==> config.mk <==
export PLATFORM = sky130hd
export DESIGN_NAME = bba_ctrl
export DESIGN_NICKNAME = d
export VERILOG_FILES = /design/src/design/bitmap_block_allocator_macros.svh /design/src/design/bba_pkg.sv /design/src/design/bba_ctrl.sv
export SDC_FILE = /design/constraint.sdc
export NUM_CORES = 1
export LEC_CHECK = 0
export CAP_MARGIN = 10
export CORE_AREA = 2 2 39 41
export DETAILED_ROUTE_END_ITERATION = 10
export DIE_AREA = 0 0 41 43
export DONT_BUFFER_PORTS = 1
export MAX_ROUTING_LAYER = met4
export PLACE_DENSITY_LB_ADDON = 0.12
export SYNTH_ARGS = -nofsm -noshare
export SYNTH_HDL_FRONTEND = slang
export SYNTH_SLANG_ARGS = --single-unit
==> constraint.sdc <==
create_clock -name clk -period 3.78 [get_ports clk]
set_clock_uncertainty 0.05 [all_clocks]
set_input_delay 0.756 -clock clk [delete_from_list [all_inputs] [get_ports clk]]
set_output_delay 0.756 -clock clk [all_outputs]
set_load 0.02 [all_outputs]
==> src/design/bitmap_block_allocator_macros.svh <==
// Assertion macros for the bitmap block allocator.
`ifndef BITMAP_BLOCK_ALLOCATOR_MACROS_SVH
`define BITMAP_BLOCK_ALLOCATOR_MACROS_SVH

// Same-cycle implication, sampled on clk, off during reset.
`define BBA_ASSERT(label, ante, cons, msg) \
    label: assert property (@(posedge clk) disable iff (!rst_n) (ante) |-> (cons)) \
        else $error(msg);

// Next-cycle implication, sampled on clk, off during reset.
`define BBA_ASSERT_NEXT(label, ante, cons, msg) \
    label: assert property (@(posedge clk) disable iff (!rst_n) (ante) |=> (cons)) \
        else $error(msg);

`endif

==> src/design/bba_pkg.sv <==
// Shared constants, codes and control structs of the bitmap block allocator.
`default_nettype none

package bba_pkg;

    localparam int MAX_BLOCKS = 4096;
    localparam int WORD_BITS  = 32;
    localparam int MAP_WORDS  = MAX_BLOCKS / WORD_BITS;

    localparam int BIT_W      = $clog2(WORD_BITS);
    localparam int WADDR_W    = $clog2(MAP_WORDS);
    localparam int WC_W       = WADDR_W + 1;
    localparam int BLK_W      = $clog2(MAX_BLOCKS);
    localparam int CNT_W      = BLK_W + 1;
    localparam int SUM_W      = CNT_W + 1;

    localparam int OP_W       = 2;
    localparam int STAT_W     = 2;
    localparam int CFG_IDX_W  = 1;
    localparam int CFG_DATA_W = 13;

    localparam logic [CFG_IDX_W-1:0] CFG_TOTAL    = 1'd0;
    localparam logic [CFG_IDX_W-1:0] CFG_RESERVED = 1'd1;

    localparam logic [CNT_W-1:0] TOTAL_RESET    = CNT_W'(MAX_BLOCKS);
    localparam logic [CNT_W-1:0] RESERVED_RESET = CNT_W'(1);

    typedef enum logic [OP_W-1:0] {
        OP_ALLOC = 2'd0,
        OP_FREE  = 2'd1,
        OP_MARK  = 2'd2,
        OP_INIT  = 2'd3
    } op_t;

    typedef enum logic [STAT_W-1:0] {
        ST_OK    = 2'd0,
        ST_NOFIT = 2'd1,
        ST_BAD   = 2'd2
    } status_t;

    typedef enum logic [1:0] {
        SW_SEARCH = 2'd0,
        SW_MARK   = 2'd1,
        SW_INIT   = 2'd2
    } sweep_t;

    // controller -> datapath
    typedef struct packed {
        logic    load_req;
        logic    setup;
        logic    issue;
        logic    init_write;
        logic    finish;
        sweep_t  sweep;
        status_t code;
    } dp_cmd_t;

    // datapath -> controller
    typedef struct packed {
        op_t  op;
        logic req_bad;
        logic rd_more;
        logic pv;
        logic found;
    } dp_stat_t;

endpackage

`default_nettype wire

==> src/design/bba_ctrl.sv <==
// Sequencer for the allocator: request check, map sweeps and result hand-off.
`default_nettype none

module bba_ctrl import bba_pkg::*; (
    input  wire logic     clk,
    input  wire logic     rst_n,
    input  wire logic     in_valid,
    output      logic     in_ready,
    output      logic     out_valid,
    input  wire logic     out_ready,
    input  wire dp_stat_t stat,
    output      dp_cmd_t  cmd
);

    typedef enum logic [2:0] {
        S_IDLE,
        S_CHECK,
        S_SEARCH,
        S_MARK,
        S_INIT,
        S_DONE
    } state_t;

    state_t  state_reg, state_next;
    status_t code_reg, code_next;
    logic    out_valid_reg, out_valid_next;

    always_comb
    begin
        state_next = state_reg;
        code_next  = code_reg;
        cmd        = '0;
        cmd.code   = code_reg;
        case (state_reg)
            S_SEARCH: cmd.sweep = SW_SEARCH;
            S_INIT:   cmd.sweep = SW_INIT;
            default:  cmd.sweep = SW_MARK;
        endcase

        case (state_reg)
            S_IDLE:
            begin
                if (in_valid)
                begin
                    cmd.load_req = 1'b1;
                    state_next   = S_CHECK;
                end
            end
            S_CHECK:
            begin
                if (stat.req_bad)
                begin
                    code_next  = ST_BAD;
                    state_next = S_DONE;
                end
                else
                begin
                    cmd.setup = 1'b1;
                    case (stat.op)
                        OP_INIT:  state_next = S_INIT;
                        OP_ALLOC: state_next = S_SEARCH;
                        default:  state_next = S_MARK;
                    endcase
                end
            end
            S_SEARCH:
            begin
                cmd.issue = stat.rd_more && !stat.found;
                if (stat.found)
                begin
                    state_next = S_MARK;
                end
                else if (!stat.rd_more && !stat.pv)
                begin
                    code_next  = ST_NOFIT;
                    state_next = S_DONE;
                end
            end
            S_MARK:
            begin
                cmd.issue = stat.rd_more;
                if (!stat.rd_more && !stat.pv)
                begin
                    code_next  = ST_OK;
                    state_next = S_DONE;
                end
            end
            S_INIT:
            begin
                cmd.init_write = stat.rd_more;
                if (!stat.rd_more)
                begin
                    code_next  = ST_OK;
                    state_next = S_DONE;
                end
            end
            S_DONE:
            begin
                if (!out_valid_reg || out_ready)
                begin
                    cmd.finish = 1'b1;
                    state_next = S_IDLE;
                end
            end
            default:
            begin
                state_next = S_IDLE;
            end
        endcase

        if (cmd.finish)
        begin
            out_valid_next = 1'b1;
        end
        else if (out_ready)
        begin
            out_valid_next = 1'b0;
        end
        else
        begin
            out_valid_next = out_valid_reg;
        end
    end

    always_ff @(posedge clk or negedge rst_n)
    begin
        if (!rst_n)
        begin
            state_reg     <= S_IDLE;
            code_reg      <= ST_OK;
            out_valid_reg <= 1'b0;
        end
        else
        begin
            state_reg     <= state_next;
            code_reg      <= code_next;
            out_valid_reg <= out_valid_next;
        end
    end

    assign in_ready  = (state_reg == S_IDLE);
    assign out_valid = out_valid_reg;

endmodule

`default_nettype wire

==> results of run 1 <==
-- layout make-up --
class | count | area, µm²
tap | 16 | 20.0
multi-input combinational | 40 | 310
sequential | 6 | 150
clock buffer | 3 | 22.5
fill | 146 | 877
inverter | 1 | 3.75
-- critical path, delay by kind of cell, from the launching register on --
family	cells	cell delay [ns]
AND/OR/NAND/NOR	2	0.69
flip-flops	1	0.59
-- routing by layer --
metal / up-vias / global-route usage / wire [µm]
met5: - / - / 0
met2: 17 / 0.209 / 495
met3: 0 / 0.0995 / 101
met1: 175 / 0.187 / 405
li1: 180 / - / -
met4: 0 / 0.0200 / 0
-- worst paths after layout --
check / startpoint / endpoint / slack (ns) / depth (start not counted)
min reg2reg: code_reg[0]$_DFFE_PN0P_ / code_reg[0]$_DFFE_PN0P_ / 0.59 / 2
min: rst_n / state_reg[1]$_DFFE_PN0P_ / 0.16 / 0
min in group clk: code_reg[0]$_DFFE_PN0P_ / code_reg[0]$_DFFE_PN0P_ / 0.59 / 2
max in group asynchronous: rst_n / state_reg[2]$_DFFE_PN0P_ / 3.45 / 0
max reg2reg: state_reg[0]$_DFFE_PN0P_ / code_reg[1]$_DFFE_PN0P_ / 2.10 / 4
max: state_reg[0]$_DFFE_PN0P_ / cmd[4] / 1.45 / 2
-- cell usage after synthesis --
cell,number,share of area
nor2_4,1,0.023
mux2_4,1,0.030
o22a_1,1,0.018
nor2b_1,1,0.013
o31ai_2,1,0.025
nand3_1,1,0.010
nor3_1,1,0.010
nor3_2,2,0.040
a31oi_1,1,0.013
a2bb2oi_1,1,0.018
a21boi_4,1,0.038
and3_2,1,0.015
buf_4,1,0.015
and2_1,1,0.013
nand2b_4,1,0.028
o21ai_0,2,0.020
o21ai_1,1,0.010
buf_6,2,0.045
a21o_1,1,0.015
buf_2,1,0.010
a311oi_1,1,0.018
or2_1,1,0.013
nor3b_1,1,0.015
or2b_1,1,0.015
inv_1,1,0.0075
a211o_1,1,0.018
and2b_4,1,0.020
nand2_1,3,0.023
o21bai_1,1,0.015
o21a_1,2,0.030
and3_1,1,0.013
dfrtp_1,6,0.30
nor2_1,3,0.023
mux2i_1,1,0.020
ha_1,1,0.025
nand2b_1,2,0.025
and2_2,1,0.015
-- cells by family after synthesis --
kind of cell | Yosys count | share of synthesized area
buf+inv | 5 | 0.0777
compound gates | 14 | 0.236
simple gates | 23 | 0.311
mux | 2 | 0.0501
fa+ha+maj | 1 | 0.0251
flops | 6 | 0.301
-- per-stage QoR --
| stage | worst slack (ns) | std cells |
|---|---|---|
| floorplan | 1.76 | 51 |
| global placement | 1.51 | 63 |
| detailed placement | 1.49 | 63 |
| CTS | 1.42 | 66 |
| global route | 1.34 | 66 |
| finish | 1.45 | 66 |
-- power groups by stage --
| stage | combinational (W) | clock [W] | sequential, W |
|---|---|---|---|
| 2_1_floorplan | 0.000289 | 0 | 0.000121 |
| 3_3_place_gp | 0.000243 | 0 | 0.000172 |
| 3_5_place_dp | 0.000245 | 0 | 0.000173 |
| 4_1_cts | 0.000245 | 0.0000597 | 0.000172 |
| 5_1_grt | 0.000262 | 0.0000693 | 0.000180 |
| 6_report | 0.000241 | 0.0000568 | 0.000171 |
==> metrics.txt, run 1 <==
vias after detailed routing=372; Syn Std Cell Area=499 µm²; most common cell after layout, fill and taps aside=dfrtp_1; vias in the first global route=392; leakage power=~0.22 nW; final hold vios=0; clk_lat worst skew=0.24 ns; Finished Cell Area=507 µm²; Seq/Total Area, Yosys=0.301; Die Y=between 40 and 50 µm; Synth Warn #=0; Clock Path Buffers=2; CTS Hold Bufs=0; ordered list of cells on the worst path=nand2_1 > nor3b_1; Root Driver=clkbuf_4; Worst Path Arrival=~1.5 ns; cells after synthesis=51; Worst VDD drop=0.378 mV; net switching power=approximately 0.00023 W; post-cts sizing count=0; Layout Nets=63; row count=14; Clock power frac=0.121; Die ar.=1760 µm²; switch share=0.485; crit path launch type=flip-flop; Worst Hold Class=in2async; Crit. End Element=output pin; dpl hpwl=787 µm; status=finished clean; DRT Pass-1 Iters=3; min Tclk post-route=between 2 and 2.5 ns; ANT nets after route=0; period utilisation layout=0.617; final setup violation count=0; Largest stage delay, worst path=0.59 ns; initial core utilization=0.361; max-slew violations=0; MaxCap Viol Count=0; Slew Limit Headroom=0.556; CTS tree=yes; final design utilization=0.366; most frequent cells in the layout=dfrtp_1, nand2_1, nor2_1, clkbuf_4; CP Max Fanout=11; Worst-path clk slew=0.04 ns; GRT Total Usage=0.151; unique cell type count in the Yosys netlist=37; RSZ-0062 raised after global routing=false; Worst Hold Slack=0.161 ns; max FFs per register=3; clock sinks=6; grt total ovfl=0; syn avg cell area=9.79 µm²; Core Region=approximately 1400 µm²; largest net degree at the start of global routing=14; Post-Syn Nets=62; Post-route DRC=0; Setup Crit Path Kind=reg2out; first-pass GRT wire length=1700 µm; RePlAce Congestion=approximately 0.76; pwr dens=slightly above 900 nW/µm²; number of CTS-inserted buffers=3; Post-Route WL=around 1000 µm; CP max-delay cell=dfrtp_1; Area Growth Syn to Fin=1.50%; Flop pwr share=0.365; Tot Pwr=0.000468 W; antenna violations before repair=0; Die X=41 µm; I/O pins=21; Comb power frac=0.514; H-tree lvl count=1; Port Buffers=0; worst slew pin tran=around 0.67 ns; Internal=between 0.0002 and 0.00025 W; Post-DP Area=484 µm²; layout cells sized above 1=0.260; TNS Setup=0 ns; via-per-instance ratio=5.64; setup repair bufs after CTS=0; Peak Freq=429 MHz; initial DRC count=6; WL/cell=15.2 µm; antenna cells=0; CP required=a little under 3 ns; post-synthesis sequential element count=6
No activity file was read; power rests on OpenSTA's default activity.
==> run 2, diff against run 1 <==
==> constraint.sdc (replaced) <==
create_clock -name clk -period 2.2 [get_ports clk]
set_clock_uncertainty 0.05 [all_clocks]
set_input_delay 0.44 -clock clk [delete_from_list [all_inputs] [get_ports clk]]
set_output_delay 0.44 -clock clk [all_outputs]
set_load 0.02 [all_outputs]
==> run 2 against run 1 <==
Clock-buffer cell count is the same. Sequential cell count did not move. Setup slack got worse by 1.2 ns. Utilization is 1.8 points higher. Worst hold slack improved by 0.13 ns. Largest power group unchanged. Die area unchanged. Critical path type unchanged. Highest routed layer is now met4. Final cell count is 4.5% higher. Largest cell class unchanged. Global-route usage rose by 0.60 points. First-iteration DRC count is 83% higher. Design area grew 4.9%.
==> metrics.txt, run 2 (synthesis gave the netlist of run 1 again) <==
status=finished clean; initial core utilization=0.361; worst r2r src=state_reg[0]$_DFFE_PN0P_; vias in the first global route=slightly above 400; row count=14; pwr dens=1600 nW/µm²; min Tclk post-route=1.94 ns; DP Worst Slack=0.536 ns; number of CTS-inserted buffers=3; Post-route DRC=0; via-per-instance ratio=5.84; Setup Crit Path Kind=reg2out; final setup violation count=0; vias after detailed routing=403; hold path start=stat[2]; Port Buffers=0; I/O pins=21; Worst Path Arrival=approximately 1.5 ns; max FFs per register=3; leakage power=0.237 nW; Slew Limit Headroom=0.631; setup repair bufs after CTS=0; CP Max Fanout=11; grt total ovfl=0; dpl hpwl=821 µm; GRT Total Usage=0.157; WL/cell=15.5 µm; final hold vios=0; clk_lat worst skew=0.25 ns; Die X=between 40 and 50 µm; CTS tree=yes; MaxCap Viol Count=0; Peak Freq=between 500 and 600 MHz; Core Region=1380 µm²; CP max-delay cell=dfrtp_1; Clock Path Buffers=2; Worst Hold Slack=0.288 ns; Root Driver=clkbuf_4; most common cell after layout, fill and taps aside=dfrtp_1; antenna cells=0; H-tree lvl count=1; Worst Hold Class=in2reg; RePlAce Congestion=roughly 0.8; CP startpoint=state_reg[0]$_DFFE_PN0P_; max-slew violations=0; Die Y=between 40 and 50 µm; RSZ-0062 raised after global routing=false; DRT Pass-1 Iters=4; Area Growth Syn to Fin=6.52%; Worst VDD drop=0.603 mV; final setup margin=0.264 ns; Worst-path clk slew=0.05 ns; Post-Route WL=1070 µm; CTS Hold Bufs=1; ANT nets after route=0; period utilisation layout=0.880; most frequent cells in the layout=dfrtp_1, nand2_1, nor2_1, clkbuf_4; Crit. End Element=output pin; Largest stage delay, worst path=0.60 ns; crit path launch type=flip-flop; CP delay by family, top=flip-flops; TNS Setup=0 ns; final design utilization=0.384; worst slew pin tran=0.551 ns; ordered list of cells on the worst path=nand2b_1 > nor3_2; layout cells sized above 1=0.283; antenna violations before repair=0; clock sinks=6; post-cts sizing count=0; largest net degree at the start of global routing=14; first-pass GRT wire length=1710 µm; Die ar.=1760 µm²; CP required=1.71 ns; initial DRC count=11; Layout Nets=66; Buf/Inv on CP=0
-- run 2: power by group --
part / total, W / switching [W] / internal [W]
Combinational: 0.000452 / 0.000233 / 0.000219
Clock: 0.000106 / 0.0000439 / 0.0000620
Sequential: 0.000291 / 0.000133 / 0.000158
Total: 0.000848 / 0.000409 / 0.000439
-- run 2: stage by stage --
stage               total power, W  cells  instance area [µm²]
floorplan                 0.000704     51                  499
detailed placement        0.000741     65                  499
global placement          0.000740     65                  499
CTS                       0.000859     69                  532
finish                    0.000848     69                  532
global route              0.000904     69                  532
-- run 2: metal layers --
metal / track usage / wire [µm] / share of wire
met5: - / 0 / 0
met4: 0.120 / 38 / 0.035
met3: 0.0681 / 86 / 0.080
met2: 0.213 / 497 / 0.46
met1: 0.173 / 449 / 0.42
-- run 2: cell type report --
| class | count | area, µm² |
|---|---|---|
| clock buffer | 3 | 22.5 |
| fill | 152 | 852 |
| inverter | 1 | 3.75 |
| multi-input combinational | 40 | 310 |
| sequential | 6 | 150 |
| tap | 16 | 20.0 |
| timing repair buffer | 3 | 25.0 |
-- run 2: worst reg2reg max path: cells and delay by family (launching register included) --
| family | cells | cell delay [ns] |
|---|---|---|
| and+or+nand+nor | 3 | 0.71 |
| DFF | 1 | 0.60 |
| AOI/OAI and AO/OA | 1 | 0.19 |
-- run 2: path summary, 6_finish.rpt --
kind	slack (ns)	to	cells past startpoint
max reg2reg	0.53	code_reg[1]$_DFFE_PN0P_	4
max	0.26	cmd[7]	2
min reg2reg	0.60	code_reg[1]$_DFFE_PN0P_	1
min	0.29	code_reg[1]$_DFFE_PN0P_	1
min in group asynchronous	0.44	out_valid$_DFFE_PN0P_	1
max in group asynchronous	1.45	code_reg[0]$_DFFE_PN0P_	1
